**src/hw/rtl/adt_pkg.sv**
```systemverilog
`timescale 1ns / 1ps
`default_nettype none
// ----------------------------------------------------------------------------
// adt_pkg: shared types and constants of the alarm deadline table
// Table geometry, request and status codes, the stored entry layout and
// the unit scale lookup.
// ----------------------------------------------------------------------------
package adt_pkg;

  // table geometry
  localparam int TABLE_DEPTH = 16;
  localparam int IDX_W       = (TABLE_DEPTH > 1) ? $clog2(TABLE_DEPTH) : 1;
  localparam int CNT_W       = $clog2(TABLE_DEPTH + 1);

  // field widths
  localparam int REQ_W    = 3;
  localparam int TIME_W   = 32;
  localparam int AMT_W    = 16;
  localparam int UNIT_W   = 2;
  localparam int ID_W     = 16;
  localparam int STAT_W   = 2;
  localparam int SCALE_W  = 12;
  localparam int PROD_W   = AMT_W + SCALE_W;

  // request codes
  localparam logic [REQ_W-1:0] REQ_ADD    = 3'd0;
  localparam logic [REQ_W-1:0] REQ_REMOVE = 3'd1;
  localparam logic [REQ_W-1:0] REQ_EXPIRE = 3'd2;
  localparam logic [REQ_W-1:0] REQ_NEXT   = 3'd3;
  localparam logic [REQ_W-1:0] REQ_CLEAR  = 3'd4;

  // status codes
  localparam logic [STAT_W-1:0] STAT_OK   = 2'd0;
  localparam logic [STAT_W-1:0] STAT_FULL = 2'd1;
  localparam logic [STAT_W-1:0] STAT_NONE = 2'd2;

  // time unit codes
  localparam logic [UNIT_W-1:0] UNIT_SEC  = 2'd0;
  localparam logic [UNIT_W-1:0] UNIT_HOUR = 2'd2;

  // unit multipliers
  localparam logic [SCALE_W-1:0] SCALE_SEC  = 12'd1;
  localparam logic [SCALE_W-1:0] SCALE_MIN  = 12'd60;
  localparam logic [SCALE_W-1:0] SCALE_HOUR = 12'd3600;

  // one stored table entry
  typedef struct packed {
    logic              active;
    logic [ID_W-1:0]   id;
    logic [TIME_W-1:0] deadline;
  } adt_entry_t;

  localparam int ENTRY_W = $bits(adt_entry_t);

  // seconds per unit, the unused codes count as minutes
  function automatic logic [SCALE_W-1:0] unit_scale(input logic [UNIT_W-1:0] unit);
    logic [SCALE_W-1:0] s;
    unique case (unit)
      UNIT_SEC:  s = SCALE_SEC;
      UNIT_HOUR: s = SCALE_HOUR;
      default:   s = SCALE_MIN;
    endcase
    return s;
  endfunction

endpackage
`default_nettype wire

```
**src/hw/rtl/adt_ram.sv**
```systemverilog
`timescale 1ns / 1ps
`default_nettype none
// ----------------------------------------------------------------------------
// adt_ram: generic single-write, single-read synchronous RAM
// One write port and one read port, read data registered.
// ----------------------------------------------------------------------------
module adt_ram #(
  parameter int WIDTH = 8,
  parameter int DEPTH = 16
) (
  input  wire logic                                     clk,
  input  wire logic                                     we,
  input  wire logic [((DEPTH > 1) ? $clog2(DEPTH) : 1)-1:0] waddr,
  input  wire logic [WIDTH-1:0]                         wdata,
  input  wire logic [((DEPTH > 1) ? $clog2(DEPTH) : 1)-1:0] raddr,
  output logic      [WIDTH-1:0]                         rdata
);

  logic [WIDTH-1:0] mem [DEPTH];

  // write port
  always_ff @(posedge clk) begin
    if (we) begin
      mem[waddr] <= wdata;
    end
  end

  // registered read port
  always_ff @(posedge clk) begin
    rdata <= mem[raddr];
  end

endmodule
`default_nettype wire

```
**src/hw/rtl/adt_deadline.sv**
```systemverilog
`timescale 1ns / 1ps
`default_nettype none
// ----------------------------------------------------------------------------
// adt_deadline: relative deadline unit
// Two stages: amount times unit scale, then add to now with saturation.
// ----------------------------------------------------------------------------
module adt_deadline (
  input  wire logic                         clk,
  input  wire logic [adt_pkg::TIME_W-1:0]   now_time,
  input  wire logic [adt_pkg::AMT_W-1:0]    amount,
  input  wire logic [adt_pkg::UNIT_W-1:0]   time_unit,
  output logic      [adt_pkg::TIME_W-1:0]   deadline
);
  import adt_pkg::*;

  logic [PROD_W-1:0]   prod_r;
  logic [TIME_W:0]     sum;

  // stage one: offset in seconds
  always_ff @(posedge clk) begin
    prod_r <= PROD_W'(amount) * PROD_W'(unit_scale(time_unit));
  end

  // stage two: add and saturate at all ones
  assign sum = {1'b0, now_time} + (TIME_W + 1)'(prod_r);

  always_ff @(posedge clk) begin
    deadline <= sum[TIME_W] ? {TIME_W{1'b1}} : sum[TIME_W-1:0];
  end

endmodule
`default_nettype wire

```
**src/hw/rtl/alarm_deadline_table_top.sv**
```systemverilog
`timescale 1ns / 1ps
`default_nettype none
// ----------------------------------------------------------------------------
// alarm_deadline_table_top: alarm table with relative deadlines
// Entries live in one RAM; a sequencer scans it one slot per cycle for
// remove, expire and next-earliest requests and writes back the change.
// ----------------------------------------------------------------------------
//
//  channel  direction  handshake            fields
//  in_      input      in_valid/in_stall    req_type now_time amount time_unit target_id
//  out_     output     out_valid/out_stall  status result_id result_time entry_count
//                                           pending_valid pending_id
//
// States from accept to output load: add runs EXEC, ADD1, ADD2, FIN; clear,
// full and unused codes run EXEC, FIN; expire, next and remove scan in SCAN,
// a removal hit then runs RMRD, RMWR; the single RAM read port scans one slot per cycle.
// Reset clears count, pending state and the next id (to one); the table
// RAM is not cleared, only slots below the count are ever used.
// in_stall is high while a word is in flight; out_stall only holds the finish.
//
module alarm_deadline_table_top (
  input  wire logic                          clk,
  input  wire logic                          rst_n,
  input  wire logic                          in_valid,
  output logic                               in_stall,
  input  wire logic [adt_pkg::REQ_W-1:0]     in_req_type,
  input  wire logic [adt_pkg::TIME_W-1:0]    in_now_time,
  input  wire logic [adt_pkg::AMT_W-1:0]     in_amount,
  input  wire logic [adt_pkg::UNIT_W-1:0]    in_time_unit,
  input  wire logic [adt_pkg::ID_W-1:0]      in_target_id,
  output logic                               out_valid,
  input  wire logic                          out_stall,
  output logic      [adt_pkg::STAT_W-1:0]    out_status,
  output logic      [adt_pkg::ID_W-1:0]      out_result_id,
  output logic      [adt_pkg::TIME_W-1:0]    out_result_time,
  output logic      [adt_pkg::CNT_W-1:0]     out_entry_count,
  output logic                               out_pending_valid,
  output logic      [adt_pkg::ID_W-1:0]      out_pending_id
);
  import adt_pkg::*;

  // sequencer states
  localparam logic [2:0] ST_IDLE = 3'd0;
  localparam logic [2:0] ST_EXEC = 3'd1;
  localparam logic [2:0] ST_ADD1 = 3'd2;
  localparam logic [2:0] ST_ADD2 = 3'd3;
  localparam logic [2:0] ST_SCAN = 3'd4;
  localparam logic [2:0] ST_RMRD = 3'd5;
  localparam logic [2:0] ST_RMWR = 3'd6;
  localparam logic [2:0] ST_FIN  = 3'd7;

  // control state
  logic [2:0]        state_r, state_nxt;
  logic [CNT_W-1:0]  cnt_r, cnt_nxt;
  logic [ID_W-1:0]   fresh_r, fresh_nxt;
  logic              pend_held_r, pend_held_nxt;
  logic [ID_W-1:0]   pend_val_r, pend_val_nxt;
  logic [CNT_W-1:0]  rd_idx_r, rd_idx_nxt;
  logic              cmp_vld_r, cmp_vld_nxt;
  logic              out_valid_r, out_valid_nxt;

  // request and working payload
  logic [REQ_W-1:0]  req_r, req_nxt;
  logic [TIME_W-1:0] now_r, now_nxt;
  logic [AMT_W-1:0]  amount_r, amount_nxt;
  logic [UNIT_W-1:0] unit_r, unit_nxt;
  logic [ID_W-1:0]   target_r, target_nxt;
  logic [IDX_W-1:0]  cmp_idx_r, cmp_idx_nxt;
  logic [IDX_W-1:0]  hit_idx_r, hit_idx_nxt;
  logic [TIME_W-1:0] best_time_r, best_time_nxt;
  logic [ID_W-1:0]   best_id_r, best_id_nxt;
  logic [STAT_W-1:0] res_status_r, res_status_nxt;
  logic [ID_W-1:0]   res_id_r, res_id_nxt;
  logic [TIME_W-1:0] res_time_r, res_time_nxt;

  // output word
  logic [STAT_W-1:0] out_status_r, out_status_nxt;
  logic [ID_W-1:0]   out_id_r, out_id_nxt;
  logic [TIME_W-1:0] out_time_r, out_time_nxt;
  logic [CNT_W-1:0]  out_cnt_r, out_cnt_nxt;
  logic              out_pv_r, out_pv_nxt;
  logic [ID_W-1:0]   out_pid_r, out_pid_nxt;

  // memory port and helpers
  logic              ram_we;
  logic [IDX_W-1:0]  ram_waddr;
  adt_entry_t        ram_wdata;
  logic [IDX_W-1:0]  ram_raddr;
  adt_entry_t        ram_rdata;
  logic [TIME_W-1:0] deadline;
  logic [CNT_W-1:0]  last_cnt;
  logic              last_slot;
  logic              better;
  logic              out_free;

  // entry table
  adt_ram #(
    .WIDTH (ENTRY_W),
    .DEPTH (TABLE_DEPTH)
  ) u_ram (
    .clk   (clk),
    .we    (ram_we),
    .waddr (ram_waddr),
    .wdata (ram_wdata),
    .raddr (ram_raddr),
    .rdata (ram_rdata)
  );

  // deadline for add
  adt_deadline u_deadline (
    .clk       (clk),
    .now_time  (now_r),
    .amount    (amount_r),
    .time_unit (unit_r),
    .deadline  (deadline)
  );

  assign in_stall  = !rst_n || (state_r != ST_IDLE);
  assign last_cnt  = cnt_r - 1'b1;
  assign last_slot = cmp_vld_r && (CNT_W'(cmp_idx_r) == last_cnt);
  assign better    = (cmp_idx_r == '0) || (ram_rdata.deadline < best_time_r);
  assign out_free  = !out_valid_r || !out_stall;

  // sequencer
  always_comb begin
    state_nxt      = state_r;
    cnt_nxt        = cnt_r;
    fresh_nxt      = fresh_r;
    pend_held_nxt  = pend_held_r;
    pend_val_nxt   = pend_val_r;
    rd_idx_nxt     = rd_idx_r;
    cmp_vld_nxt    = 1'b0;
    cmp_idx_nxt    = cmp_idx_r;
    hit_idx_nxt    = hit_idx_r;
    best_time_nxt  = best_time_r;
    best_id_nxt    = best_id_r;
    req_nxt        = req_r;
    now_nxt        = now_r;
    amount_nxt     = amount_r;
    unit_nxt       = unit_r;
    target_nxt     = target_r;
    res_status_nxt = res_status_r;
    res_id_nxt     = res_id_r;
    res_time_nxt   = res_time_r;
    out_valid_nxt  = out_valid_r && out_stall;
    out_status_nxt = out_status_r;
    out_id_nxt     = out_id_r;
    out_time_nxt   = out_time_r;
    out_cnt_nxt    = out_cnt_r;
    out_pv_nxt     = out_pv_r;
    out_pid_nxt    = out_pid_r;
    ram_we         = 1'b0;
    ram_waddr      = '0;
    ram_wdata      = '0;
    ram_raddr      = '0;

    unique case (state_r)
      ST_IDLE: begin
        if (in_valid) begin
          req_nxt    = in_req_type;
          now_nxt    = in_now_time;
          amount_nxt = in_amount;
          unit_nxt   = in_time_unit;
          target_nxt = in_target_id;
          state_nxt  = ST_EXEC;
        end
      end

      ST_EXEC: begin
        res_status_nxt = STAT_NONE;
        res_id_nxt     = '0;
        res_time_nxt   = '0;
        state_nxt      = ST_FIN;
        unique case (req_r)
          REQ_ADD: begin
            if (cnt_r >= CNT_W'(TABLE_DEPTH)) begin
              res_status_nxt = STAT_FULL;
            end else begin
              state_nxt = ST_ADD1;
            end
          end
          REQ_REMOVE, REQ_EXPIRE, REQ_NEXT: begin
            if (cnt_r != '0) begin
              rd_idx_nxt = '0;
              state_nxt  = ST_SCAN;
            end
          end
          REQ_CLEAR: begin
            pend_held_nxt  = 1'b0;
            res_status_nxt = STAT_OK;
          end
          default: begin
          end
        endcase
      end

      // product settles in the deadline unit
      ST_ADD1: begin
        state_nxt = ST_ADD2;
      end

      // append the new entry
      ST_ADD2: begin
        ram_we             = 1'b1;
        ram_waddr          = cnt_r[IDX_W-1:0];
        ram_wdata.active   = 1'b1;
        ram_wdata.id       = fresh_r;
        ram_wdata.deadline = deadline;
        cnt_nxt            = cnt_r + 1'b1;
        fresh_nxt          = fresh_r + 1'b1;
        pend_held_nxt      = 1'b1;
        pend_val_nxt       = fresh_r;
        res_status_nxt     = STAT_OK;
        res_id_nxt         = fresh_r;
        res_time_nxt       = deadline;
        state_nxt          = ST_FIN;
      end

      ST_SCAN: begin
        // issue the next read
        ram_raddr = rd_idx_r[IDX_W-1:0];
        if (rd_idx_r < cnt_r) begin
          rd_idx_nxt  = rd_idx_r + 1'b1;
          cmp_vld_nxt = 1'b1;
          cmp_idx_nxt = rd_idx_r[IDX_W-1:0];
        end
        // look at the slot read last cycle
        if (cmp_vld_r) begin
          unique case (req_r)
            REQ_REMOVE: begin
              if (ram_rdata.id == target_r) begin
                hit_idx_nxt  = cmp_idx_r;
                res_id_nxt   = target_r;
                res_time_nxt = ram_rdata.deadline;
                state_nxt    = ST_RMRD;
              end else if (last_slot) begin
                state_nxt = ST_FIN;
              end
            end
            REQ_EXPIRE: begin
              if (ram_rdata.active && (ram_rdata.deadline <= now_r)) begin
                ram_we           = 1'b1;
                ram_waddr        = cmp_idx_r;
                ram_wdata        = ram_rdata;
                ram_wdata.active = 1'b0;
                res_status_nxt   = STAT_OK;
                res_id_nxt       = ram_rdata.id;
                res_time_nxt     = ram_rdata.deadline;
                state_nxt        = ST_FIN;
              end else if (last_slot) begin
                state_nxt = ST_FIN;
              end
            end
            default: begin
              // running minimum, lowest slot wins a tie
              if (better) begin
                best_time_nxt = ram_rdata.deadline;
                best_id_nxt   = ram_rdata.id;
              end
              if (last_slot) begin
                res_status_nxt = STAT_OK;
                res_id_nxt     = better ? ram_rdata.id : best_id_r;
                res_time_nxt   = better ? ram_rdata.deadline : best_time_r;
                state_nxt      = ST_FIN;
              end
            end
          endcase
        end
      end

      // fetch the last entry to fill the hole
      ST_RMRD: begin
        ram_raddr = last_cnt[IDX_W-1:0];
        state_nxt = ST_RMWR;
      end

      ST_RMWR: begin
        ram_we         = 1'b1;
        ram_waddr      = hit_idx_r;
        ram_wdata      = ram_rdata;
        cnt_nxt        = last_cnt;
        res_status_nxt = STAT_OK;
        state_nxt      = ST_FIN;
      end

      // hand the result to the output register
      ST_FIN: begin
        if (out_free) begin
          out_valid_nxt  = 1'b1;
          out_status_nxt = res_status_r;
          out_id_nxt     = res_id_r;
          out_time_nxt   = res_time_r;
          out_cnt_nxt    = cnt_r;
          out_pv_nxt     = pend_held_r;
          out_pid_nxt    = pend_held_r ? pend_val_r : '0;
          state_nxt      = ST_IDLE;
        end
      end

      default: begin
        state_nxt = ST_IDLE;
      end
    endcase
  end

  // control registers
  always_ff @(posedge clk) begin
    if (!rst_n) begin
      state_r     <= ST_IDLE;
      cnt_r       <= '0;
      fresh_r     <= ID_W'(1);
      pend_held_r <= 1'b0;
      pend_val_r  <= '0;
      rd_idx_r    <= '0;
      cmp_vld_r   <= 1'b0;
      out_valid_r <= 1'b0;
    end else begin
      state_r     <= state_nxt;
      cnt_r       <= cnt_nxt;
      fresh_r     <= fresh_nxt;
      pend_held_r <= pend_held_nxt;
      pend_val_r  <= pend_val_nxt;
      rd_idx_r    <= rd_idx_nxt;
      cmp_vld_r   <= cmp_vld_nxt;
      out_valid_r <= out_valid_nxt;
    end
  end

  // payload registers
  always_ff @(posedge clk) begin
    req_r        <= req_nxt;
    now_r        <= now_nxt;
    amount_r     <= amount_nxt;
    unit_r       <= unit_nxt;
    target_r     <= target_nxt;
    cmp_idx_r    <= cmp_idx_nxt;
    hit_idx_r    <= hit_idx_nxt;
    best_time_r  <= best_time_nxt;
    best_id_r    <= best_id_nxt;
    res_status_r <= res_status_nxt;
    res_id_r     <= res_id_nxt;
    res_time_r   <= res_time_nxt;
    out_status_r <= out_status_nxt;
    out_id_r     <= out_id_nxt;
    out_time_r   <= out_time_nxt;
    out_cnt_r    <= out_cnt_nxt;
    out_pv_r     <= out_pv_nxt;
    out_pid_r    <= out_pid_nxt;
  end

  // result port
  assign out_valid         = out_valid_r;
  assign out_status        = out_status_r;
  assign out_result_id     = out_id_r;
  assign out_result_time   = out_time_r;
  assign out_entry_count   = out_cnt_r;
  assign out_pending_valid = out_pv_r;
  assign out_pending_id    = out_pid_r;

`ifndef SYNTH
  // entry count stays within the table
  a_cnt_bound: assert property (@(posedge clk) disable iff (!rst_n)
    cnt_r <= CNT_W'(TABLE_DEPTH))
    else $error("entry count beyond table depth");

  // table writes only come from append, expire or remove write-back
  a_we_state: assert property (@(posedge clk) disable iff (!rst_n)
    ram_we |-> (state_r == ST_ADD2 || state_r == ST_SCAN || state_r == ST_RMWR))
    else $error("table write outside a write-back step");

  // an append grows the table by exactly one
  a_add_grow: assert property (@(posedge clk) disable iff (!rst_n)
    (state_r == ST_ADD2) |=> (cnt_r == $past(cnt_r) + 1'b1))
    else $error("append did not bump entry count");

  // a finished request lands in the output register and frees the input
  a_fin_load: assert property (@(posedge clk) disable iff (!rst_n)
    (state_r == ST_FIN && out_free) |=> (out_valid && state_r == ST_IDLE))
    else $error("result not loaded on finish");
`endif

endmodule
`default_nettype wire

```
**config.mk**
```make
export PLATFORM = sky130hd
export DESIGN_NAME = alarm_deadline_table_top
export DESIGN_NICKNAME = d
export VERILOG_FILES = /design/src/hw/rtl/adt_pkg.sv /design/src/hw/rtl/adt_ram.sv /design/src/hw/rtl/adt_deadline.sv /design/src/hw/rtl/alarm_deadline_table_top.sv
export SDC_FILE = /design/constraint.sdc
export NUM_CORES = 2
export LEC_CHECK = 0
export ABC_AREA = 1
export BUFFER_PORTS_ARGS = -buffer_cell sky130_fd_sc_hd__buf_2
export CAP_MARGIN = 25
export CORE_AREA = 2 2 333 335
export DETAILED_ROUTE_END_ITERATION = 6
export DIE_AREA = 0 0 335 337
export HOLD_SLACK_MARGIN = 0.06
export PLACE_DENSITY = 0.65
export SYNTH_ARGS = -nofsm -noshare
export SYNTH_HDL_FRONTEND = slang
export SYNTH_SLANG_ARGS = --single-unit
```
**constraint.sdc**
```tcl
create_clock -name clk -period 7 [get_ports clk]
set_input_delay 0.35 -clock clk [delete_from_list [all_inputs] [get_ports clk]]
set_output_delay 0.35 -clock clk [all_outputs]
set_load 0.02 [all_outputs]
```
Word-level counts from Yosys, hierarchy flattened
Memory sizes are Yosys's and may differ from the RTL's. A register that Yosys moved wholly into a read port is not among the register bits.
Cells that the tools add are included.
{"block": "totals", "in_bits": 73, "n_memories": 1, "elab_cells": 158, "output_inout_bits": 74, "regBits": 355, "ramBits": 784}
{"name": "u_ram.mem", "words": 16, "word_bits": 49, "read_ports": 1, "rd_ports_with_merged_regs": 1, "wr": 1, "line": "adt_ram.sv:19", "text": "logic [WIDTH-1:0] mem [DEPTH];"}
{"block": "op_classes", "add_sub_neg": 5, "eq_ne": 26, "order_cmp": 4, "n_bitwise": 1, "n_mux": 58, "reduce_logical": 34, "n_mul": 1}
{"cell": "2-to-1 mux 32 bit", "count": 5}
{"cell": "one-hot mux 49 bit (3 select lines)", "count": 1}
{"cell": "2-to-1 mux 48 bit", "count": 3}
{"cell": "one-hot mux 32 bit (3 select lines)", "count": 1}
{"cell": "2-to-1 mux 16 bit", "count": 5}
{"cell": "one-hot mux 32 bit (2 select lines)", "count": 1}
{"cell": "one-hot mux 16 bit (3 select lines)", "count": 1}
{"cell": "adder 32 x 28 -> 33 bit", "count": 1}
{"cell": "less-or-equal comparator 32 bit", "count": 1}
{"cell": "less-than comparator 32 bit", "count": 1}
{"cell": "one-hot mux 16 bit (2 select lines)", "count": 1}
{"cell": "multiplier 16 x 12 -> 28 bit", "count": 1}
{"cell": "one-hot mux 12 bit (2 select lines)", "count": 1}
{"cell": "2-to-1 mux 3 bit", "count": 7}
{"cell": "one-hot mux 3 bit (7 select lines)", "count": 1}
{"cell": "one-hot mux 5 bit (2 select lines)", "count": 2}
{"cell": "adder 16 x 1 -> 16 bit, second input constant", "count": 1}
{"cell": "equality test 16 bit", "count": 1}
{"cell": "equality test 3 bit, second input constant", "count": 5}
{"cell": "2-to-1 mux 5 bit", "count": 3}
{"cell": "!= test 2 bit, second input constant", "count": 7}
{"cell": "equality test 3 x 2 -> 1 bit, second input constant", "count": 4}
{"cell": "2-to-1 mux 4 bit", "count": 3}
{"cell": "one-hot mux 3 bit (2 select lines)", "count": 2}
{"cell": "other kinds (33)", "count": 70}

Longest topological paths before layout
{"block": "depth", "word_depth": 8, "mapped_depth": 26, "mapped_depth_nobuf": 26}

Cells and area by module
From an unflattened synthesis, not the netlist that was laid out.
{"block": "unflattened", "cells_unflattened": 5963, "area_unflattened_um2": 57801.7}
{"module": "adt_ram", "cells_per_inst": 3231, "seq_area_each_um2": 24523.5, "area_per_inst_um2": 34707.0, "instances": 1}
{"module": "alarm_deadline_table_top", "cells_per_inst": 1446, "seq_area_each_um2": 8378.0, "area_per_inst_um2": 14415.1, "instances": 1}
{"module": "adt_deadline", "cells_per_inst": 1286, "seq_area_each_um2": 1201.2, "area_per_inst_um2": 8679.6, "instances": 1}

Worst setup path before layout
OpenSTA, ideal clock, no wires.
{"block": "synth_timing", "path_type": "register to register", "startpoint": "register cnt_r[0]", "endpoint": "register res_id_r[0] (enable)", "n_path_buf": 0, "setup_time_ns": 0.513, "arrival_ns": 4.805, "required_ns": 6.487, "stages_incl_launch_ff": 9, "synth_period_minus_slack_ns": 5.318, "slack_ns": 1.682, "path_cell_list": "dfxtp_1 -> inv_1 -> ha_1 -> xor2_1 -> xor2_1 -> nand4_1 -> o21ai_0 -> nor2_1 -> nor3_1"}
{"block": "synth_via", "elab_chain_len": 5}
{"item": "from (decl)", "line": "alarm_deadline_table_top.sv:54", "text": "logic [CNT_W-1:0] cnt_r, cnt_nxt;"}
{"item": "from (signal assigned)", "line": "alarm_deadline_table_top.sv:319", "text": "cnt_r <= cnt_nxt;"}
{"item": "subtractor 5 x 1 -> 5 bit", "line": "alarm_deadline_table_top.sv:119", "text": "assign last_cnt = cnt_r - 1'b1;"}
{"item": "equality test 4 x 5 -> 1 bit", "line": "alarm_deadline_table_top.sv:120", "text": "assign last_slot = cmp_vld_r && (CNT_W'(cmp_idx_r) == last_cnt);"}
{"item": "logical AND 1 bit", "line": "alarm_deadline_table_top.sv:120"}
{"item": "!= test 4 bit (no source line)"}
{"item": "AND reduction 5 bit (no source line)"}
{"item": "to (signal assigned)", "line": "alarm_deadline_table_top.sv:341", "text": "res_id_r <= res_id_nxt;"}
{"item": "to (decl)", "line": "alarm_deadline_table_top.sv:73", "text": "logic [ID_W-1:0] res_id_r, res_id_nxt;"}
No other way between the ends.
A chain may end at the register's enable or synchronous reset.

Worst setup path in the final report
{"block": "layout_timing", "startpoint": "register unit_r[0]", "endpoint": "register u_deadline.prod_r[20]"}
{"block": "layout_via", "elab_chain_len": 3, "elab_cells_between_ends": 4, "cone_classes": "mul: 1; eq/ne: 1; mux: 1; reduce/logical: 1"}
{"item": "from (decl)", "line": "alarm_deadline_table_top.sv:66", "text": "logic [UNIT_W-1:0] unit_r, unit_nxt;"}
{"item": "from (signal assigned)", "line": "alarm_deadline_table_top.sv:334", "text": "unit_r <= unit_nxt;"}
{"item": "equality test 2 bit or zero test 2 bit (tied branches)", "line": "adt_pkg.sv:58", "text": "unique case (unit)"}
{"item": "one-hot mux 12 bit (2 select lines) *", "line": "adt_pkg.sv:58"}
{"item": "multiplier 16 x 12 -> 28 bit *", "line": "adt_deadline.sv:21", "text": "prod_r <= PROD_W'(amount) * PROD_W'(unit_scale(time_unit));"}
{"item": "to (signal assigned)", "line": "adt_deadline.sv:21"}
{"item": "to (decl)", "line": "adt_deadline.sv:16", "text": "logic [PROD_W-1:0] prod_r;"}
Mark *: on every way between the ends. The rest lies on a longest branch, timed or not.

==> results.md <==
- Summed over all nets, wire length on met2 after detailed routing comes to 64.4 mm.
- The total inserted antenna cells is 0.
- In this run the tightest slew margin relative to its limit is ~27%.
- The placer congestion estimate is 0.892.
- The CTS tree is built.
- The depth of the worst register-to-register path is 22.
- STA puts the critical path data required time at roughly 7.6 ns.
- In the synthesized netlist the async set-or-reset flop fraction comes to 0%.
- The total routing usage reported by global routing is 23.1%.
- The number of gates resized after cts is 0.
- The cell at the root of the clock tree is sky130_fd_sc_hd__clkbuf_16.
- For this design the top-level I/O count stands at 147.
- The number of remaining DRC errors is 0.
- The clock reaches the later pin of the worst-skew pair after 0.72 ns.
- The worst setup path is launched from a register.
- Walking the worst path, the cells encountered are nor2_1 > inv_1 > nor3_1 > nor2_1 > ha_1 > or2_2 > ha_1 > inv_1 > fa_1 > inv_1 > fa_1 > inv_1 > fa_1 > inv_1 > ha_1 > nand2_1 > nor3_1 > a21oi_1 > o21ai_0 > a21boi_0 > o21ai_0 > xor2_1.
- The number of global-route vias before repair is around 34000.
- The leakage power summed over all cells is roughly 0.025 uW.
- At the pin with the least slew margin, the transition time is 1.09 ns.
- The largest individual stage delay along the critical path comes from the cell sky130_fd_sc_hd__edfxtp_1.
- The number of antenna violations at the first check in global routing is 0.
- The floorplan has 122 rows.
- For this block, the via count after detailed routing is approximately 36000.
- The proportion of synthesized chip area in sequential cells is 62.7%.
- The number of flops mapped to enable cells by yosys is 1031.
- The top achievable clock speed is 165 MHz.
- The post-synthesis instance area is approximately 54000 um2.
- The max-slew violation count is 0.
- In the detailed route, the total length drawn on met3 is just over 7 mm.
- On the worst path, the slowest cell contributes a delay of between 0.6 and 0.7 ns.
- The final period utilization is 86.7%.
- The number of clock sinks is 1188.
- Setup repair after global routing left no endpoint under its margin.
- The total congestion overflow is 0.
- The final setup TNS is 0 ns.
- The number of violations reported at the end of detailed-routing iteration 0 is 3404.
- The number of iterations in the first detailed-routing pass is 5.
- The worst supply voltage drop on vdd is roughly 0.00050 V.
- The share of cells above drive strength 1 is around 8.2%.
- The maximum number of buffers from clock root to sink is 3.
- In this run the critical register-to-register path is launched from unit_r[0].
- The count of cell types in the netlist is 52.
- In the final routed layout, each cell accounts on average for 19.8 um.
- For hold timing, the worst endpoint is state_r[0].
- The first global-routing pass estimated 200 mm of wire.
- The net total in the final layout is 5473.
- Wires add up to 131 mm.
- The top layer used by detailed routing is met4.
- The cell that appears most often on the critical path is sky130_fd_sc_hd__inv_1.
- After technology mapping, the gate count stands at 4953.
- The area of the placeable core is 110000 um2.
- The initial standard-cell utilization of the core is 49.6%.
- Once layout is complete, the cells apart from fillers number 6653.
- The commonest non-fill, non-tap cell in the layout is sky130_fd_sc_hd__edfxtp_1.
- Entering global routing, the biggest net connects 213 pins.
- Registers take roughly 34000 um2.
- The power per standard cell area is 408 nW/um2.
- The flow ran to the end, and the final reports show no timing, DRC or antenna violations.
- CTS built an H-tree with a depth of 3.
- The net count after synthesis is 5303.
- The floorplan step defined a die boundary enclosing 113000 um2.
- The worst reg-to-reg setup slack is between 0.9 and 1 ns.
- The detail route stage leaves a number of antenna-violating nets equal to 0.
- The detailed placer's ending HPWL is 78.7 mm.
- Clock tree synthesis inserted a total of 117 buffers.
- In the final routing, the length of wire on met1 measures approximately 56 mm.
- The endpoint of the worst register-to-register path is u_deadline.prod_r[20].
- The worst hold path belongs to the class input port to register.
- The count of buffers inserted at the top-level ports is ~150.
- The area growth from synthesis to layout is 12.3%.
- The final number of hold-violating endpoints was 0.
- The most used flip-flop cell after synthesis is sky130_fd_sc_hd__edfxtp_1.
- The critical path is of the register to register type.
- The minimum period implied by the final worst setup slack is 6.07 ns.
- The clock input transition at the sequential cells of the worst setup and hold paths is 0.06 ns.
- Setup violations remaining at the end of the flow were counted as 0.
- The per-instance average area after synthesis is between 10 and 15 um2.
- Counting tap cells, the placed design contains a total of 6357 instances.
- Fill cells in the final layout number 9185.
- The die outline width is 335 um.
- The number of violations of the max-capacitance limit is 0.
- Leaving out fill and tap cells, the most frequent cells in the layout are 1031 x sky130_fd_sc_hd__edfxtp_1, 810 x sky130_fd_sc_hd__nand2_1, 767 x sky130_fd_sc_hd__inv_1, 395 x sky130_fd_sc_hd__nand3_1, 321 x sky130_fd_sc_hd__a21oi_1.
- In this design, the largest share of critical-path delay is due to adder cells.
- Data arrives at the worst endpoint at 6.69 ns.
- Of all nets on the critical path, the largest fanout is 18.
- The number of register bits inferred by synthesis is approximately 1200.
- The number of vias per cell after detailed routing is 5.36.
- The count of buffer and inverter cells on the critical path is 5.
- The worst hold path begins at in_valid.
- In the final layout, the multi-input gates occupy about 16000 um2.
- Counting instances, the worst hold path has a depth of 5.
- STA classifies the critical path endpoint as a register.
- The die outline height is about 340 um.
- Between clock sinks in the finished design, the worst skew comes to 0.0311 ns.
- The Yosys step of the flow raised 0 warnings.
- The number of gates on the worst path with buffers counted is 22.
-- per-stage QoR --
step	area [um2]	util [%]	power [uW]	setup WS [ns]	hold WS (ns)
final	61000	55.7	24900	0.933	0.101
after global routing	61000	55.7	26800	0.364	0.102
after CTS	61000	55.6	25000	0.938	0.0646
after detailed placement	56500	51.6	18800	0.968	0.405
after global placement	56500	51.5	18700	1.03	0.401
after floorplan	54400	-	16400	1.68	0.400
-- cells in the mapped netlist, drive strengths merged (6+ instances only) --
| library cell | n | area (um2) |
|---|---|---|
| edfxtp | 1031 | 31000 |
| nand2 | 814 | 3060 |
| inv | 776 | 2920 |
| nand3 | 398 | 2010 |
| o21ai | 341 | 1710 |
| a21oi | 321 | 1610 |
| ha | 206 | 2580 |
| nor2 | 198 | 764 |
| o211ai | 198 | 1490 |
| buf | 158 | 840 |
| dfxtp | 157 | 3140 |
| fa | 71 | 1420 |
| clkbuf | 59 | 223 |
| xor2 | 41 | 359 |
| nor3 | 34 | 180 |
| xnor2 | 23 | 201 |
| nand4 | 19 | 125 |
| and2 | 18 | 113 |
| nand3b | 17 | 128 |
| o22ai | 13 | 114 |
| o21bai | 12 | 90.1 |
| nor4 | 7 | 56.3 |
| a21o | 6 | 45.0 |
-- where the power goes --
| part | internal (uW) | switching [uW] | leakage [uW] |
|---|---|---|---|
| Combinational | 3300 | 6090 | 0.0124 |
| Sequential | 8800 | 600 | 0.0103 |
| Clock | 3460 | 2680 | 0.00185 |
| Total | 15600 | 9360 | 0.0246 |
-- registers in the layout, indices dropped and copies added (netlist names), 3 cells and up --
name                 flops
u_ram.mem              784
u_ram.rdata             49
best_time_r             32
now_r                   32
out_result_time         32
res_time_r              32
u_deadline.deadline     32
u_deadline.prod_r       28
amount_r                16
best_id_r               16
fresh_r                 16
out_pending_id          16
out_result_id           16
pend_val_r              16
res_id_r                16
target_r                16
cnt_r                    5
out_entry_count          5
rd_idx_r                 5
cmp_idx_r                4
hit_idx_r                4
req_r                    3
state_r                  3
-- layer usage --
| metal | GRT usage, % | vias up |
|---|---|---|
| met5 | 0 | - |
| met4 | 7.11 | 0 |
| met3 | 3.08 | 209 |
| met2 | 39.8 | 1006 |
| met1 | 30.5 | 17100 |
| li1 | - | 17400 |
-- how the worst max path moves through the flow --
stage,from,slack (ns),to
after floorplan,cnt_r[0],1.68,res_id_r[0]
after global placement,unit_r[0],1.03,u_deadline.prod_r[20]
after detailed placement,unit_r[0],0.97,u_deadline.prod_r[20]
after CTS,unit_r[0],0.94,u_deadline.prod_r[20]
after global routing,unit_r[0],0.36,u_deadline.prod_r[20]
final,unit_r[0],0.93,u_deadline.prod_r[20]
-- worst register-to-register path, stage by stage (launching register included) --
cell,delay (ns)
sky130_fd_sc_hd__edfxtp_1,0.65
sky130_fd_sc_hd__nor2_1,0.42
sky130_fd_sc_hd__inv_1,0.31
sky130_fd_sc_hd__nor3_1,0.31
sky130_fd_sc_hd__nor2_1,0.13
sky130_fd_sc_hd__ha_1,0.21
sky130_fd_sc_hd__or2_2,0.29
sky130_fd_sc_hd__ha_1,0.28
sky130_fd_sc_hd__inv_1,0.05
sky130_fd_sc_hd__fa_1,0.50
sky130_fd_sc_hd__inv_1,0.06
sky130_fd_sc_hd__fa_1,0.47
sky130_fd_sc_hd__inv_1,0.05
sky130_fd_sc_hd__fa_1,0.47
sky130_fd_sc_hd__inv_1,0.04
sky130_fd_sc_hd__ha_1,0.34
sky130_fd_sc_hd__nand2_1,0.11
sky130_fd_sc_hd__nor3_1,0.29
sky130_fd_sc_hd__a21oi_1,0.14
sky130_fd_sc_hd__o21ai_0,0.28
sky130_fd_sc_hd__a21boi_0,0.20
sky130_fd_sc_hd__o21ai_0,0.23
sky130_fd_sc_hd__xor2_1,0.17
-- kinds of logic (layout without fill, tap and decap cells) --
group | count (synthesis) | in the layout | share of synthesized area (%)
compound gates | 917 | 917 | 9.66
xor+xnor | 64 | 64 | 1.03
simple gates | 1511 | 1511 | 11.9
fa+ha+maj | 277 | 277 | 7.35
buf+inv | 996 | 1270 | 7.33
flops | 1188 | 1188 | 62.7
-- cell type report --
class	instances	share of cell area [%]
Multi-Input combinational cell	2769	27.0
Clock buffer	164	5.30
Inverter	779	4.80
Sequential cell	1188	55.9
Tap cell	1426	2.92
Clock inverter	59	0.875
Timing Repair Buffer	268	3.26
-- repair_timing --
action	CTS	global route
hold buffers	71	0
setup buffers	0	0
hold endpoints to repair	81	0
No activity file was read; power rests on OpenSTA's default activity.
